[src/rtl/cwpg_div.sv]
// Pipelined restoring divider, one quotient bit per stage.
`timescale 1ns / 1ps

module cwpg_div #(
   parameter int NUM_W = 28,
   parameter int DEN_W = 7,
   parameter int QUO_W = 21
) (
   input  logic             clock,
   input  logic             en,
   input  logic [NUM_W-1:0] num,
   input  logic [DEN_W-1:0] den,
   output logic [QUO_W-1:0] quo
);

   localparam int REM_W = DEN_W + QUO_W;

   logic [REM_W-1:0] rem_ff [QUO_W];
   logic [QUO_W-1:0] quo_ff [QUO_W];
   logic [DEN_W-1:0] den_ff [QUO_W];

   logic [REM_W-1:0] rem_src [QUO_W];
   logic [QUO_W-1:0] quo_src [QUO_W];
   logic [DEN_W-1:0] den_src [QUO_W];

   for (genvar j = 0; j < QUO_W; j++) begin : g_stage
      localparam int K = QUO_W - 1 - j;
      logic [REM_W-1:0] trial;
      logic             ge;
      logic [REM_W-1:0] rem_in;
      logic [QUO_W-1:0] quo_in;

      if (j == 0) begin : g_first
         assign rem_src[j] = REM_W'(num);
         assign quo_src[j] = '0;
         assign den_src[j] = den;
      end else begin : g_next
         assign rem_src[j] = rem_ff[j-1];
         assign quo_src[j] = quo_ff[j-1];
         assign den_src[j] = den_ff[j-1];
      end

      always_comb begin
         trial  = REM_W'(den_src[j]) << K;
         ge     = rem_src[j] >= trial;
         rem_in = ge ? rem_src[j] - trial : rem_src[j];
         quo_in = quo_src[j] | (QUO_W'(ge) << K);
      end

      always_ff @(posedge clock) begin
         if (en) begin
            rem_ff[j] <= rem_in;
            quo_ff[j] <= quo_in;
            den_ff[j] <= den_src[j];
         end
      end
   end

   assign quo = quo_ff[QUO_W-1];

endmodule

[config.mk]
export PLATFORM = sky130hd
export DESIGN_NAME = cwpg_div
export DESIGN_NICKNAME = d
export VERILOG_FILES = /design/src/rtl/cwpg_div.sv
export SDC_FILE = /design/constraint.sdc
export NUM_CORES = 1
export LEC_CHECK = 0
export BUFFER_PORTS_ARGS = -buffer_cell sky130_fd_sc_hd__buf_2
export CAP_MARGIN = 5
export CORE_ASPECT_RATIO = 0.5
export CORE_UTILIZATION = 40
export DETAILED_ROUTE_END_ITERATION = 6
export SETUP_SLACK_MARGIN = 0.05
export SLEW_MARGIN = 20
export SYNTH_ARGS = -nofsm -noshare
export SYNTH_HDL_FRONTEND = slang
export SYNTH_SLANG_ARGS = --single-unit
[constraint.sdc]
create_clock -name clock -period 3.6 [get_ports clock]
set_input_delay 0.18 -clock clock [delete_from_list [all_inputs] [get_ports clock]]
set_output_delay 0.18 -clock clock [all_outputs]
set_load 0.005 [all_outputs]
==> results of run 1 <==
-- routing by layer --
metal / wire [um] / share of wire, % / GRT usage, %
met3: 2181 / 3.1 / 2.625
met1: 27830 / 39 / 13.77
met4: 3378 / 4.7 / 7.489
met5: 0 / 0 / 0
met2: 37850 / 53 / 26.19
-- power groups by stage --
stage                     clock, mW  sequential, mW  combinational [mW]
after floorplan                   0            14.4                3.40
after global placement            0            14.6                4.37
after detailed placement          0            14.7                4.52
after CTS                      9.53            14.5                4.58
after global routing           9.90            14.6                5.14
final                          9.23            14.5                4.60
-- logic make-up (layout without fill, tap and decap cells) --
family	count (synthesis)	count (layout)	share of synthesized area, %
buf+inv	240	499	2.290
compound gates	428	428	6.793
simple gates	857	857	11.28
fa+ha+maj	167	167	5.436
mux	50	50	1.357
flops	931	931	67.85
xor+xnor	235	235	4.995
-- worst paths after layout --
path	from	endpoint	slack [ps]	cells after the start
worst max-delay path	rem_ff[0][105]	rem_ff[1][19]	350	6
worst max register to register	rem_ff[0][105]	rem_ff[1][19]	350	6
worst min-delay path	en	rem_ff[0][61]	70	1
worst min register to register	quo_ff[3][62]	quo_ff[3][83]	400	0
-- worst register-to-register path, delay by kind of cell (launching register included) --
family / cells / cell delay, ps
AOI/OAI and AO/OA: 1 / 850
adders and majority gates: 1 / 420
DFF: 1 / 400
muxes: 1 / 400
and+or+nand+nor: 3 / 910
-- registers in the layout (all words and copies together), names as in the netlist --
name	cells
rem_ff	560
quo_ff	231
den_ff	140
-- cells in the mapped netlist (39+ instances only) --
library cell  count
nand2_1         157
nand3_1          46
or4_1            39
edfxtp_1        931
xor2_1          113
nor4_1           94
ha_1            147
xnor2_1         122
o21ai_0         129
nor3_1           90
a21oi_1          90
mux2_2           39
o21a_1           45
nor2_1          180
inv_1           204
-- stage by stage --
step	setup slack, ps	power, mW	hold WS (ps)
after floorplan	742.7	17.80	278.9
after global placement	453.2	19.02	372.2
after detailed placement	412.1	19.21	375.5
after CTS	375.3	28.57	34.03
after global routing	166.7	29.65	70.83
final	350.1	28.29	67.05
-- final cells by class --
cell class                 count  area, um^2  share of cell area, %
clock buffer                 104        2220                  4.758
clock inverter                50       590.6                  1.266
inverter                     207       779.5                  1.671
multi-input combinational   1737       12330                  26.43
sequential                   931       27960                  59.93
tap                         1344        1682                  3.605
timing repair buffer         138        1091                  2.339
-- what timing repair did --
| item | CTS | global route |
|---|---|---|
| hold buffers | 35 | 0 |
| endpoints found under the hold margin | 35 | 0 |
| setup buffers | 0 | 0 |
==> flow_summary.ini, run 1 <==
[grt]
overflow = 0
grt_max_degree = 83
grt_pass1_vias = 23780
grt_pass1_wl_um = 115600
gr-usage-all-layers_pct = 13.63
antenna_found_initial = 0

[cells_and_area]
area_growth_pct = 13.22
stdcell_area_mm2 = 0.04665
fillers = 8787
final_common_cell = edfxtp_1
diodes = 0
final_core_util_pct = 46.16
nets = 3303
final_cell_mix = edfxtp_1, inv_1, nor2_1
drive_gt1_share_pct = 9.788
final_cells = 4511

[timing]
tns_ps = 0
final_hold_viol_count = 0
setup_viol = 0
fin_crit_ps = 3250
finClkSkew_ps = 30.91
fmax_mhz = 307.7
worstMarginPinSlew_ps = 937.8
drv_slew = 0
slew_headroom_pct = 35.86
rsz0062_at_grt = no
finalCritPeriodShare_pct = 90.27

[clocking]
path_clk_slew_ps = 70
cts_root_buf = clkbuf_16
cts_sinks = 931
cts_resized = 0
cts_max_path_buffers = 3
clock_latency_ps = 690
cts_buffers = 84
cts_tree = built
cts_max_level = 3

[yosys]
yosysTopAreaCell = edfxtp_1
ys_types = 88
postSynthAreaPerCell_um2 = 14.17
synth_edf_count = 931
async_flop_share_pct = 0
synthesis.area_mm2 = 0.04120
synth-main-ff-cell = edfxtp_1
syn_nets = 3112
synth_area_leaders = edfxtp_1, ha_1, xnor2_1
synthCells = 2908
ys_seq_area_share_pct = 67.85
ys_ff_latch = 931
netlist.area_leader.share_pct = 67.85
synth_warnings = 0

[setup_path]
cp-start-kind = flip-flop
slowest_stage = a2111oi_0
critPathArrivalTime_ps = 3660
crit_path_end_kind = flip-flop
path_max_fanout = 14
cp_top_family = simple AND/OR/NAND/NOR gates
required_ps = 4010
crit_type = reg -> reg
timing.critical_path.buf_inv = 0
path_cells = ha_1, or4b_2, nor4_1, a2111oi_0, and3_1, mux2_2
cp_slowest_stage_delay_ps = 850

[route]
via_per_inst = 5.108
routedWlPerCell_um = 15.79
drc = 0
wl_um = 71240
vias = 23040
first_pass_iters = 5
postRouteAntennaNets = 0
drtIter0Drc = 1499

[floorplan]
rows = 82
ioPinCount = 58
die-area_mm2 = 0.1044
core_mm2 = 0.1011
start_util_pct = 40.77
die_x_um = 455.9
fp.dieH_um = 228.9

[power_and_ir_drop]
switching_share_pct = 26.23
power.switching_mw = 7.421
worst_ir_drop_vdd_mv = 0.4003
power_leakage_nw = 16.31
clock_power_share_pct = 32.6
pwr-share-seq_pct = 51.1
p_int_mw = 20.87
p_comb_share_pct = 16.3
powerDensity_mw_per_mm2 = 606.4

[hold_path]
min_path_type = in -> reg

[placed_design]
port_buffers = 57
place_area_mm2 = 0.04348
routabilityCongestion = 0.8910
dp.cells = 4322
hpwl_um = 50230

[status]
status = finished, final reports clean

[flow_run]
drv_cap = 0
No activity file was read; power rests on OpenSTA's default activity.
==> run 2: changes to the inputs <==
CAP_MARGIN = 20   (was 5)
SETUP_SLACK_MARGIN = 0.5   (was 0.05)
==> run 2 against run 1 <==
Effect of this change:
- worst setup slack improved by 290 ps
- highest routed layer unchanged
- power is essentially flat
- routed wire length is 0.14% higher
- clock power about the same
- count of clock-buffer cells in the layout is the same
==> flow_summary.ini, run 2 (same netlist as run 1, synthesis figures left out) <==
[status]
status = finished, final reports clean

[setup_path]
slowest_stage = edfxtp_1
cp_top_family = compound AO/OA/AOI/OAI gates
r2r_start = rem_ff[0][100]
path_max_fanout = 14
cp_slowest_stage_delay_ps = 460
cp-startpoint = rem_ff[0][100]
timing.critical_path.buf_inv = 1
cp-start-kind = flip-flop
crit_path_end_kind = flip-flop
path_cells = inv_1, ha_1, fa_1, nor2b_1, o31a_1, o311ai_1, and3_2, mux2_2
critPathArrivalTime_ps = 3380
required_ps = 4010
crit_type = reg -> reg

[grt]
overflow = 0
grt_pass1_vias = 23780
gr-usage-all-layers_pct = 13.63
antenna_found_initial = 0
grt_max_degree = 83
grt_pass1_wl_um = 115600

[clocking]
path_clk_slew_ps = 60
cts_buffers = 84
cts_sinks = 931
cts_tree = built
cts_max_level = 3
cts_max_path_buffers = 3
clock_latency_ps = 690
cts_root_buf = clkbuf_16

[timing]
fmax_mhz = 337.4
final_hold_viol_count = 0
rsz0062_at_grt = no
worstMarginPinSlew_ps = 889.8
finClkSkew_ps = 30.82
setup_viol = 0
tns_ps = 0
finalCritPeriodShare_pct = 82.33
slew_headroom_pct = 40.68
drv_slew = 0
fin_crit_ps = 2964

[floorplan]
die-area_mm2 = 0.1044
ioPinCount = 58
die_x_um = 455.9
core_mm2 = 0.1011
fp.dieH_um = 228.9
rows = 82
start_util_pct = 40.77

[power_and_ir_drop]
power_mw = 28.31
power_leakage_nw = 16.33
powerDensity_mw_per_mm2 = 605.6
worst_ir_drop_vdd_mv = 0.4000

[cells_and_area]
drive_gt1_share_pct = 10.22
regMostFlops = rem_ff
nets = 3306
final_cells = 4514
final_common_cell = edfxtp_1
stdcell_area_mm2 = 0.04675
fillers = 8777
area_growth_pct = 13.45
final_cell_mix = edfxtp_1, inv_1, nor2_1
largest_register_ffs = 560
reg_top3 = rem_ff (560), quo_ff (231), den_ff (140)
diodes = 0

[route]
postRouteAntennaNets = 0
vias = 23100
drtIter0Drc = 1520
drc = 0
wl_um = 71340
routedWlPerCell_um = 15.80
first_pass_iters = 6
via_per_inst = 5.117

[hold_path]
min_path_type = in -> reg
min-delay-start = en

[placed_design]
hpwl_um = 50230
dp.cells = 4322
port_buffers = 57
place_area_mm2 = 0.04348
routabilityCongestion = 0.8910

[flow_run]
drv_cap = 0
## run 2: path summary, 6_finish.rpt
| path | to | slack [ps] | cells past startpoint |
|---|---|---|---|
| worst max-delay path | rem_ff[1][19] | 640 | 8 |
| worst min-delay path | rem_ff[0][61] | 70 | 1 |
| worst max register to register | rem_ff[1][19] | 640 | 8 |
| worst min register to register | quo_ff[3][83] | 400 | 0 |
## run 2: area by class of cell
class	count	area [um^2]	area share (%)
Sequential cell	931	27960	59.81
Clock buffer	104	2220	4.748
Timing Repair Buffer	141	1114	2.382
Inverter	207	779.5	1.668
Tap cell	1344	1682	3.597
Clock inverter	50	590.6	1.263
Multi-Input combinational cell	1737	12400	26.54
## run 2: where the power goes
part | leakage (nW) | switching [mW] | total [mW] | internal (mW)
Sequential | 8.89 | 0.871 | 14.5 | 13.6
Combinational | 6.06 | 2.56 | 4.62 | 2.06
Clock | 1.38 | 4.00 | 9.22 | 5.22
## run 2: per-layer routing
layer | vias up | GRT usage (%) | wire, um
met3 | 218 | 2.625 | 2274
met5 | - | 0 | 0
met4 | 0 | 7.489 | 3398
li1 | 11450 | - | -
met2 | 424 | 26.19 | 37860
met1 | 11000 | 13.77 | 27810
## run 2: stage by stage
stage,hold slack (ps),util (%),setup WS (ps)
finish,69.59,46.26,636.1
global route,70.83,46.26,490.2
CTS,34.03,46.16,473.2
detailed placement,375.5,43.02,412.1
global placement,372.2,43.02,453.2
floorplan,278.9,-,742.7
## run 2: timing repair
| action | 4_1_cts | 5_1_grt |
|---|---|---|
| gates resized for setup | 3 | 15 |
| setup endpoints to repair | 16 | 103 |
| pin swaps | 0 | 2 |
| hold buffers | 35 | 0 |
| endpoints found under the hold margin | 35 | 0 |
| setup buffers | 0 | 3 |
